--- config.mk ---
export PLATFORM = sky130hd
export DESIGN_NAME = ucd_ctrl
export DESIGN_NICKNAME = d
export VERILOG_FILES = /design/src/sv/ucd_pkg.sv /design/src/sv/ucd_ctrl.sv
export SDC_FILE = /design/constraint.sdc
export NUM_CORES = 1
export LEC_CHECK = 0
export BUFFER_PORTS_ARGS = -buffer_cell sky130_fd_sc_hd__buf_2
export CAP_MARGIN = 10
export CORE_MARGIN = 10
export CORE_UTILIZATION = 45
export CTS_CLUSTER_SIZE = 20
export DETAILED_ROUTE_END_ITERATION = 16
export HOLD_SLACK_MARGIN = 0.03
export PLACE_DENSITY = 0.74
export SYNTH_ARGS = -nofsm -noshare
export SYNTH_HDL_FRONTEND = slang
export SYNTH_SLANG_ARGS = --single-unit
--- constraint.sdc ---
create_clock -name clk -period 1.66 [get_ports clk]
set_input_delay 0 -clock clk [delete_from_list [all_inputs] [get_ports clk]]
set_output_delay 0 -clock clk [all_outputs]
set_load 0.01 [all_outputs]
--- src/sv/ucd_pkg.sv ---
// ----------------------------------------------------------------------------
// Cycle detect package
// Word types, command codes and controller/datapath interface structs.
// ----------------------------------------------------------------------------
package ucd_pkg;

  localparam int KW  = 2;
  localparam int VIW = 10;
  localparam int VCW = 11;

  localparam logic [KW-1:0] KIND_ADD   = 2'd0;
  localparam logic [KW-1:0] KIND_CHECK = 2'd1;
  localparam logic [KW-1:0] KIND_CLEAR = 2'd2;

  typedef struct packed {
    logic [KW-1:0]  kind;
    logic [VIW-1:0] vertex_a;
    logic [VIW-1:0] vertex_b;
  } in_word_t;

  typedef struct packed {
    logic has_cycle;
    logic load_error;
  } out_word_t;

  typedef struct packed {
    logic sweep;
    logic sweep_deg;
    logic sweep_mark;
    logic load;
    logic edge_w1;
    logic edge_w2;
    logic set_err;
    logic clr_err;
    logic root;
    logic pop;
    logic fetch;
    logic take_par;
    logic nread;
    logic mread;
    logic visit;
    logic report;
    logic found;
  } ucd_cmd_t;

  typedef struct packed {
    logic [KW-1:0] kind;
    logic          sweep_last;
    logic          n_zero;
    logic          edge_bad;
    logic          stack_empty;
    logic          slot_end;
    logic          nbr_skip;
    logic          nbr_visited;
    logic          nbr_parent;
  } ucd_sts_t;

endpackage

--- src/sv/ucd_ctrl.sv ---
// ----------------------------------------------------------------------------
// Cycle detect controller
// Sequences clearing passes, edge loads and the depth-first walk.
// ----------------------------------------------------------------------------
module ucd_ctrl (
  input  logic              clk,
  input  logic              rst_n,
  input  logic              start,
  input  ucd_pkg::ucd_sts_t sts,
  output ucd_pkg::ucd_cmd_t cmd,
  output logic              busy
);
  import ucd_pkg::*;

  localparam logic [3:0] ST_INIT  = 4'd0;
  localparam logic [3:0] ST_IDLE  = 4'd1;
  localparam logic [3:0] ST_E1    = 4'd2;
  localparam logic [3:0] ST_E2    = 4'd3;
  localparam logic [3:0] ST_CLR   = 4'd4;
  localparam logic [3:0] ST_MCLR  = 4'd5;
  localparam logic [3:0] ST_ROOT  = 4'd6;
  localparam logic [3:0] ST_POP   = 4'd7;
  localparam logic [3:0] ST_FETCH = 4'd8;
  localparam logic [3:0] ST_PINFO = 4'd9;
  localparam logic [3:0] ST_NREAD = 4'd10;
  localparam logic [3:0] ST_NCHK  = 4'd11;
  localparam logic [3:0] ST_VIS   = 4'd12;

  logic [3:0] state_r;
  logic [3:0] state_nxt;

  always_ff @(posedge clk) begin
    if (!rst_n) begin
      state_r <= ST_INIT;
    end else begin
      state_r <= state_nxt;
    end
  end

  assign busy = (state_r != ST_IDLE);

  always_comb begin
    cmd       = '0;
    state_nxt = state_r;
    unique case (state_r)
      ST_INIT: begin
        cmd.sweep      = 1'b1;
        cmd.sweep_deg  = 1'b1;
        cmd.sweep_mark = 1'b1;
        if (sts.sweep_last) state_nxt = ST_IDLE;
      end
      ST_IDLE: begin
        if (start) begin
          unique case (sts.kind)
            KIND_ADD: begin
              cmd.load  = 1'b1;
              state_nxt = ST_E1;
            end
            KIND_CHECK: begin
              if (sts.n_zero) begin
                cmd.report = 1'b1;
                cmd.found  = 1'b1;
              end else begin
                state_nxt = ST_MCLR;
              end
            end
            KIND_CLEAR: begin
              cmd.clr_err = 1'b1;
              state_nxt   = ST_CLR;
            end
            default: ;
          endcase
        end
      end
      ST_E1: begin
        if (sts.edge_bad) begin
          cmd.set_err = 1'b1;
          state_nxt   = ST_IDLE;
        end else begin
          cmd.edge_w1 = 1'b1;
          state_nxt   = ST_E2;
        end
      end
      ST_E2: begin
        cmd.edge_w2 = 1'b1;
        state_nxt   = ST_IDLE;
      end
      ST_CLR: begin
        cmd.sweep     = 1'b1;
        cmd.sweep_deg = 1'b1;
        if (sts.sweep_last) state_nxt = ST_IDLE;
      end
      ST_MCLR: begin
        cmd.sweep      = 1'b1;
        cmd.sweep_mark = 1'b1;
        if (sts.sweep_last) state_nxt = ST_ROOT;
      end
      ST_ROOT: begin
        cmd.root  = 1'b1;
        state_nxt = ST_POP;
      end
      ST_POP: begin
        if (sts.stack_empty) begin
          cmd.report = 1'b1;
          state_nxt  = ST_IDLE;
        end else begin
          cmd.pop   = 1'b1;
          state_nxt = ST_FETCH;
        end
      end
      ST_FETCH: begin
        cmd.fetch = 1'b1;
        state_nxt = ST_PINFO;
      end
      ST_PINFO: begin
        cmd.take_par = 1'b1;
        state_nxt    = ST_NREAD;
      end
      ST_NREAD: begin
        if (sts.slot_end) begin
          state_nxt = ST_POP;
        end else begin
          cmd.nread = 1'b1;
          state_nxt = ST_NCHK;
        end
      end
      ST_NCHK: begin
        if (sts.nbr_skip) begin
          state_nxt = ST_NREAD;
        end else begin
          cmd.mread = 1'b1;
          state_nxt = ST_VIS;
        end
      end
      ST_VIS: begin
        if (!sts.nbr_visited) begin
          cmd.visit = 1'b1;
          state_nxt = ST_NREAD;
        end else if (!sts.nbr_parent) begin
          cmd.report = 1'b1;
          cmd.found  = 1'b1;
          state_nxt  = ST_IDLE;
        end else begin
          state_nxt = ST_NREAD;
        end
      end
      default: begin
        state_nxt = ST_INIT;
      end
    endcase
  end

endmodule

==> results of run 1 <==
cells by family after synthesis:
| group | count (synthesis) | share of synthesized area |
|---|---|---|
| AOI/OAI and AO/OA | 21 | 0.275 |
| adders and majority gates | 4 | 0.0763 |
| buffers and inverters | 13 | 0.0992 |
| DFF | 4 | 0.122 |
| and+or+nand+nor | 49 | 0.428 |
worst paths after layout:
check	start	endpoint	slack, ps
worst max-delay path	state_r[3]	cmd[1]	110
worst min-delay path	rst_n	state_r[3]	40
worst max register to register	state_r[3]	state_r[1]	150
worst min register to register	state_r[2]	state_r[2]	660
power breakdown:
| part | total (uW) | internal, uW | switching (uW) |
|---|---|---|---|
| sequential | 175 | 120 | 55.3 |
| clock | 126 | 81.3 | 45.0 |
| combinational | 566 | 259 | 307 |
| total | 867 | 460 | 407 |
Yosys cell counts, types with 2 or more instances:
library cell	instances	area, sq um
nor2_1	11	41.3
nor2b_1	5	31.3
o221ai_1	3	26.3
or3_1	2	12.5
nand2b_1	3	18.8
nor3_1	8	40.0
dfxtp_1	4	80.1
ha_1	4	50.1
and3_1	3	18.8
a31oi_1	2	12.5
o21ai_0	3	15.0
inv_2	2	7.51
nand2_1	5	18.8
nand3_1	2	10.0
inv_1	5	18.8
o22ai_1	2	12.5
buf_4	4	30.0
layer usage:
metal	share of wire	vias to the layer above
li1	-	396
met5	0	-
met4	0.033	0
met1	0.42	354
met3	0.066	8
met2	0.48	23
through the flow:
stage	instance area, sq um	power (uW)	hold slack, ps
3_5_place_dp	823	743	261
3_3_place_gp	823	740	258
5_1_grt	847	930	82.4
2_1_floorplan	656	572	47.5
6_report	847	867	37.2
4_1_cts	846	866	46.2
area by class of cell:
| type | count | area, sq um |
|---|---|---|
| fill | 141 | 487 |
| clock buffer | 3 | 22.5 |
| inverter | 7 | 26.3 |
| sequential | 4 | 81.3 |
| timing repair buffer | 35 | 188 |
| tap | 15 | 18.8 |
| multi-input combinational | 74 | 510 |
repair_timing:
action,4_1_cts,5_1_grt
buffers inserted,0,0
endpoints found under the setup margin,0,2
resized for setup,0,1
==> impl_metrics.py, run 1 <==
metrics = {
    "clocking": {
        "clk_latency_ps": 240,
        "numCtsBuffers": 3,
        "holdBufCountCts": 0,
        "cts_tree": "yes",
        "clockRootBuffer": "clkbuf_4",
        "htreeDepth": 1,
        "clock_sinks": 4,
        "clk_pin_slew_ps": 40,
        "cts_buffer_depth": 2,
    },
    "sta": {
        "worst_clock_skew_ps": 7.44,
        "finalCritPeriodShare": 0.936,
        "period_needed_ps": 1550,
        "max_freq_mhz": 644,
        "setup_tns_ps": 0,
        "finalSetupViolCount": 0,
        "fin_ws_ps": 107,
        "hold_viol": 0,
        "rsz0062_at_grt": "false",
        "max_slew_margin": 0.759,
        "tightestPinTransition_ps": 352,
        "slew_violations": 0,
    },
    "global_routing": {
        "use_met1": 0.110,
        "grt-busiest-layer": "met2",
        "grt_usage": 0.105,
        "grt_pass1_wl_um": 3020,
        "grt_use_met2": 0.190,
        "grt_max_degree": 15,
        "first_global_vias": 719,
        "grt_overflow_total": 0,
        "met3_usage": 0.0305,
        "antenna_found_initial": 0,
    },
    "layout": {
        "postLayoutCoreUtil": 0.635,
        "largest_reg_flops": 4,
        "stdcell_count": 138,
        "regMostFlops": "state_r",
        "antennaDiodeCount": 0,
        "layout_commonest_cell": "buf_2",
        "area_growth_pct": 29.2,
        "reg_top3": "state_r (4)",
        "num-nets-final": 142,
        "most-common-layout-cells": "buf_2 (30), nor2_1 (11), nor3_1 (8)",
        "drive_above_1_share": 0.390,
    },
    "status": {
        "status": "complete, no violations",
    },
    "place": {
        "io_buffers": 30,
        "dp_cells": 135,
        "gp_congestion": 0.823,
        "place_ws_ps": 119,
        "hpwl_um": 1620,
    },
    "setup_path": {
        "end_kind": "primary output",
        "worst_ep_required_time_ps": 1660,
        "startpoint_type": "flop",
        "cp_slowest_stage_delay_ps": 410,
        "crit_family": "simple AND/OR/NAND/NOR gates",
        "cpMaxStageDelayCell": "dfxtp_1",
        "cp_num_buf_inv": 1,
        "r2r_cells": 4,
        "cp.depth": 5,
        "path_cells": "nand2b_4 > nor3_2 > nand2_1 > o221ai_1 > buf_2",
        "critPathKind": "flop to primary output",
        "path_max_fanout": 12,
        "arrival_ps": 1550,
    },
    "drt": {
        "drt-pass1-iter-count": 4,
        "dr_total_vias": 781,
        "drcViolationCount": 0,
        "first_iter_violations": 10,
        "wl_per_cell_um": 14.0,
        "viasPerCell": 5.66,
        "antenna_left": 0,
        "wl_um": 1930,
    },
    "synthesis": {
        "ys_seq_elements": 4,
        "syn-cell-area_sq_um": 656,
        "synth_cells": 91,
        "synth.avg_cell_area_sq_um": 7.20,
        "syn-num-nets": 108,
        "yosys_warnings": 0,
        "async_flop_share": 0,
        "synth_cell_types": 40,
        "ys.flop_type": "dfxtp_1",
        "yosysSeqAreaShare": 0.122,
        "synth-edff-count": 0,
    },
    "die": {
        "fp.dieH_um": 58.2,
        "initial_utilization": 0.492,
        "core_area_sq_um": 1330,
        "die_width_um": 58.2,
        "std_cell_rows": 13,
        "io_pins": 31,
        "fp.dieArea_sq_um": 3380,
    },
    "job": {
        "max_cap_violations": 0,
    },
    "power_and_ir_drop": {
        "ir_drop_v": 0.000514,
        "power_density_nw_per_um2": 1020,
        "power_leakage_uw": 0.000398,
    },
    "worst_hold_path": {
        "hold_path_depth": 2,
        "min_path_type": "input port to flop",
    },
}
Power figures use the tool's default switching activity.
==> run 2: changes to the inputs <==
Settings changed: PLACE_DENSITY 0.74 to 0.78.
==> impl_metrics.py, run 2 (synthesis gave the netlist of run 1 again) <==
metrics = {
    "status": {
        "status": "complete, no violations",
    },
    "global_routing": {
        "grt_usage": 0.126,
        "antenna_found_initial": 0,
        "grt_max_degree": 11,
        "grt_overflow_total": 0,
        "grt_pass1_wl_um": 3540,
        "first_global_vias": 818,
    },
    "power_and_ir_drop": {
        "clkPwrFrac": 0.135,
        "ir_drop_v": 0.000503,
        "power_leakage_uw": 0.000409,
        "power.total_uw": 878,
        "p_int_uw": 474,
        "pwr-share-seq": 0.203,
        "power_frac_comb": 0.662,
        "switchingPower_uw": 404,
        "power_density_nw_per_um2": 1020,
        "swShare": 0.460,
    },
    "clocking": {
        "clock_sinks": 4,
        "clk_pin_slew_ps": 40,
        "cts_buffer_depth": 2,
        "cts_tree": "yes",
        "clk_latency_ps": 230,
        "numCtsBuffers": 3,
        "htreeDepth": 1,
        "clockRootBuffer": "clkbuf_4",
    },
    "place": {
        "dpl_cell_area_sq_um": 838,
        "hpwl_um": 1720,
        "gp_congestion": 0.893,
        "io_buffers": 30,
        "place_ws_ps": 219,
    },
    "die": {
        "fp.dieH_um": 58.2,
        "std_cell_rows": 13,
        "fp.dieArea_sq_um": 3380,
        "initial_utilization": 0.492,
        "io_pins": 31,
        "die_width_um": 58.2,
        "core_area_sq_um": 1330,
    },
    "sta": {
        "finalCritPeriodShare": 0.902,
        "rsz0062_at_grt": "false",
        "worst_clock_skew_ps": 0.771,
        "hold_viol": 0,
        "max_freq_mhz": 668,
        "holdWs_ps": 60.4,
        "fin_ws_ps": 163,
        "period_needed_ps": 1500,
        "setup_tns_ps": 0,
        "max_slew_margin": 0.750,
        "slew_violations": 0,
        "tightestPinTransition_ps": 366,
        "finalSetupViolCount": 0,
    },
    "drt": {
        "dr_total_vias": 786,
        "first_iter_violations": 19,
        "wl_um": 2040,
        "wl_per_cell_um": 14.5,
        "antenna_left": 0,
        "viasPerCell": 5.61,
        "drt-pass1-iter-count": 4,
        "drcViolationCount": 0,
    },
    "setup_path": {
        "cpMaxStageDelayCell": "dfxtp_1",
        "r2r_start": "state_r[1]",
        "r2r_end": "state_r[1]",
        "critPathKind": "flop to primary output",
        "end_kind": "primary output",
        "worst_ep_required_time_ps": 1660,
        "startpoint_type": "flop",
        "arrival_ps": 1500,
        "path_cells": "buf_4 > nand2b_2 > nor4b_1 > buf_2",
        "cp_slowest_stage_delay_ps": 470,
        "r2r_cells": 4,
        "path_max_fanout": 7,
        "r2r_slack_ps": 210,
    },
    "layout": {
        "fill_cells": 128,
        "largest_reg_flops": 4,
        "most-common-layout-cells": "buf_2 (30), nor2_1 (11), nor3_1 (8)",
        "antennaDiodeCount": 0,
        "design_area_sq_um": 863,
        "drive_above_1_share": 0.408,
        "layout_commonest_cell": "buf_2",
        "reg_top3": "state_r (4)",
        "num-nets-final": 144,
        "seq_area_sq_um": 82.6,
        "area_growth_pct": 31.7,
        "multi_input_area_sq_um": 510,
        "regMostFlops": "state_r",
    },
    "worst_hold_path": {
        "hold_path_depth": 2,
        "min-delay-start": "rst_n",
        "hold_end": "state_r[3]",
        "min_path_type": "input port to flop",
    },
    "job": {
        "max_cap_violations": 0,
    },
}
[run 2: timing repair]
item,CTS,global route
endpoints found under the setup margin,0,1
setup buffers,0,0
resized for setup,0,2
hold buffers,0,0
hold endpoints to repair,0,0
[run 2: final cells by class]
cell class / count / share of cell area
flip-flops and latches: 4 / 0.0957
clock buffers: 3 / 0.0261
inverters: 7 / 0.0304
repair buffers: 37 / 0.235
well taps: 15 / 0.0217
multi-input cells: 74 / 0.591
[run 2: per-stage QoR]
step | utilization | instances
after floorplan | - | 91
after global placement | 0.629 | 137
after detailed placement | 0.629 | 137
after CTS | 0.645 | 140
after global routing | 0.647 | 140
final | 0.647 | 140
[run 2: how the worst max path moves through the flow]
stage / start / to / slack [ps]
2_1_floorplan: state_r[0] / state_r[0] / 360
3_3_place_gp: state_r[2] / state_r[1] / 200
3_5_place_dp: state_r[0] / state_r[0] / 220
4_1_cts: state_r[3] / cmd[1] / 120
5_1_grt: state_r[1] / cmd[10] / 20
6_report: state_r[1] / cmd[10] / 160
[run 2: per-layer routing]
layer  track usage  share of wire
met1         0.136           0.44
met2         0.219           0.48
met3        0.0414          0.068
met4        0.0470          0.012
met5             0              0
[run 2: power by group through the flow]
stage	combinational [uW]	sequential, uW	clock (uW)
6_report	581	178	119
5_1_grt	653	183	132
4_1_cts	587	173	120
3_5_place_dp	585	173	0
3_3_place_gp	581	171	0
2_1_floorplan	444	128	0
[run 2: worst max-delay path, delay by kind of cell, from the launching register on]
family / cells / cell delay [ps]
buffers and inverters: 2 / 390
DFF: 1 / 470
and+or+nand+nor: 2 / 410
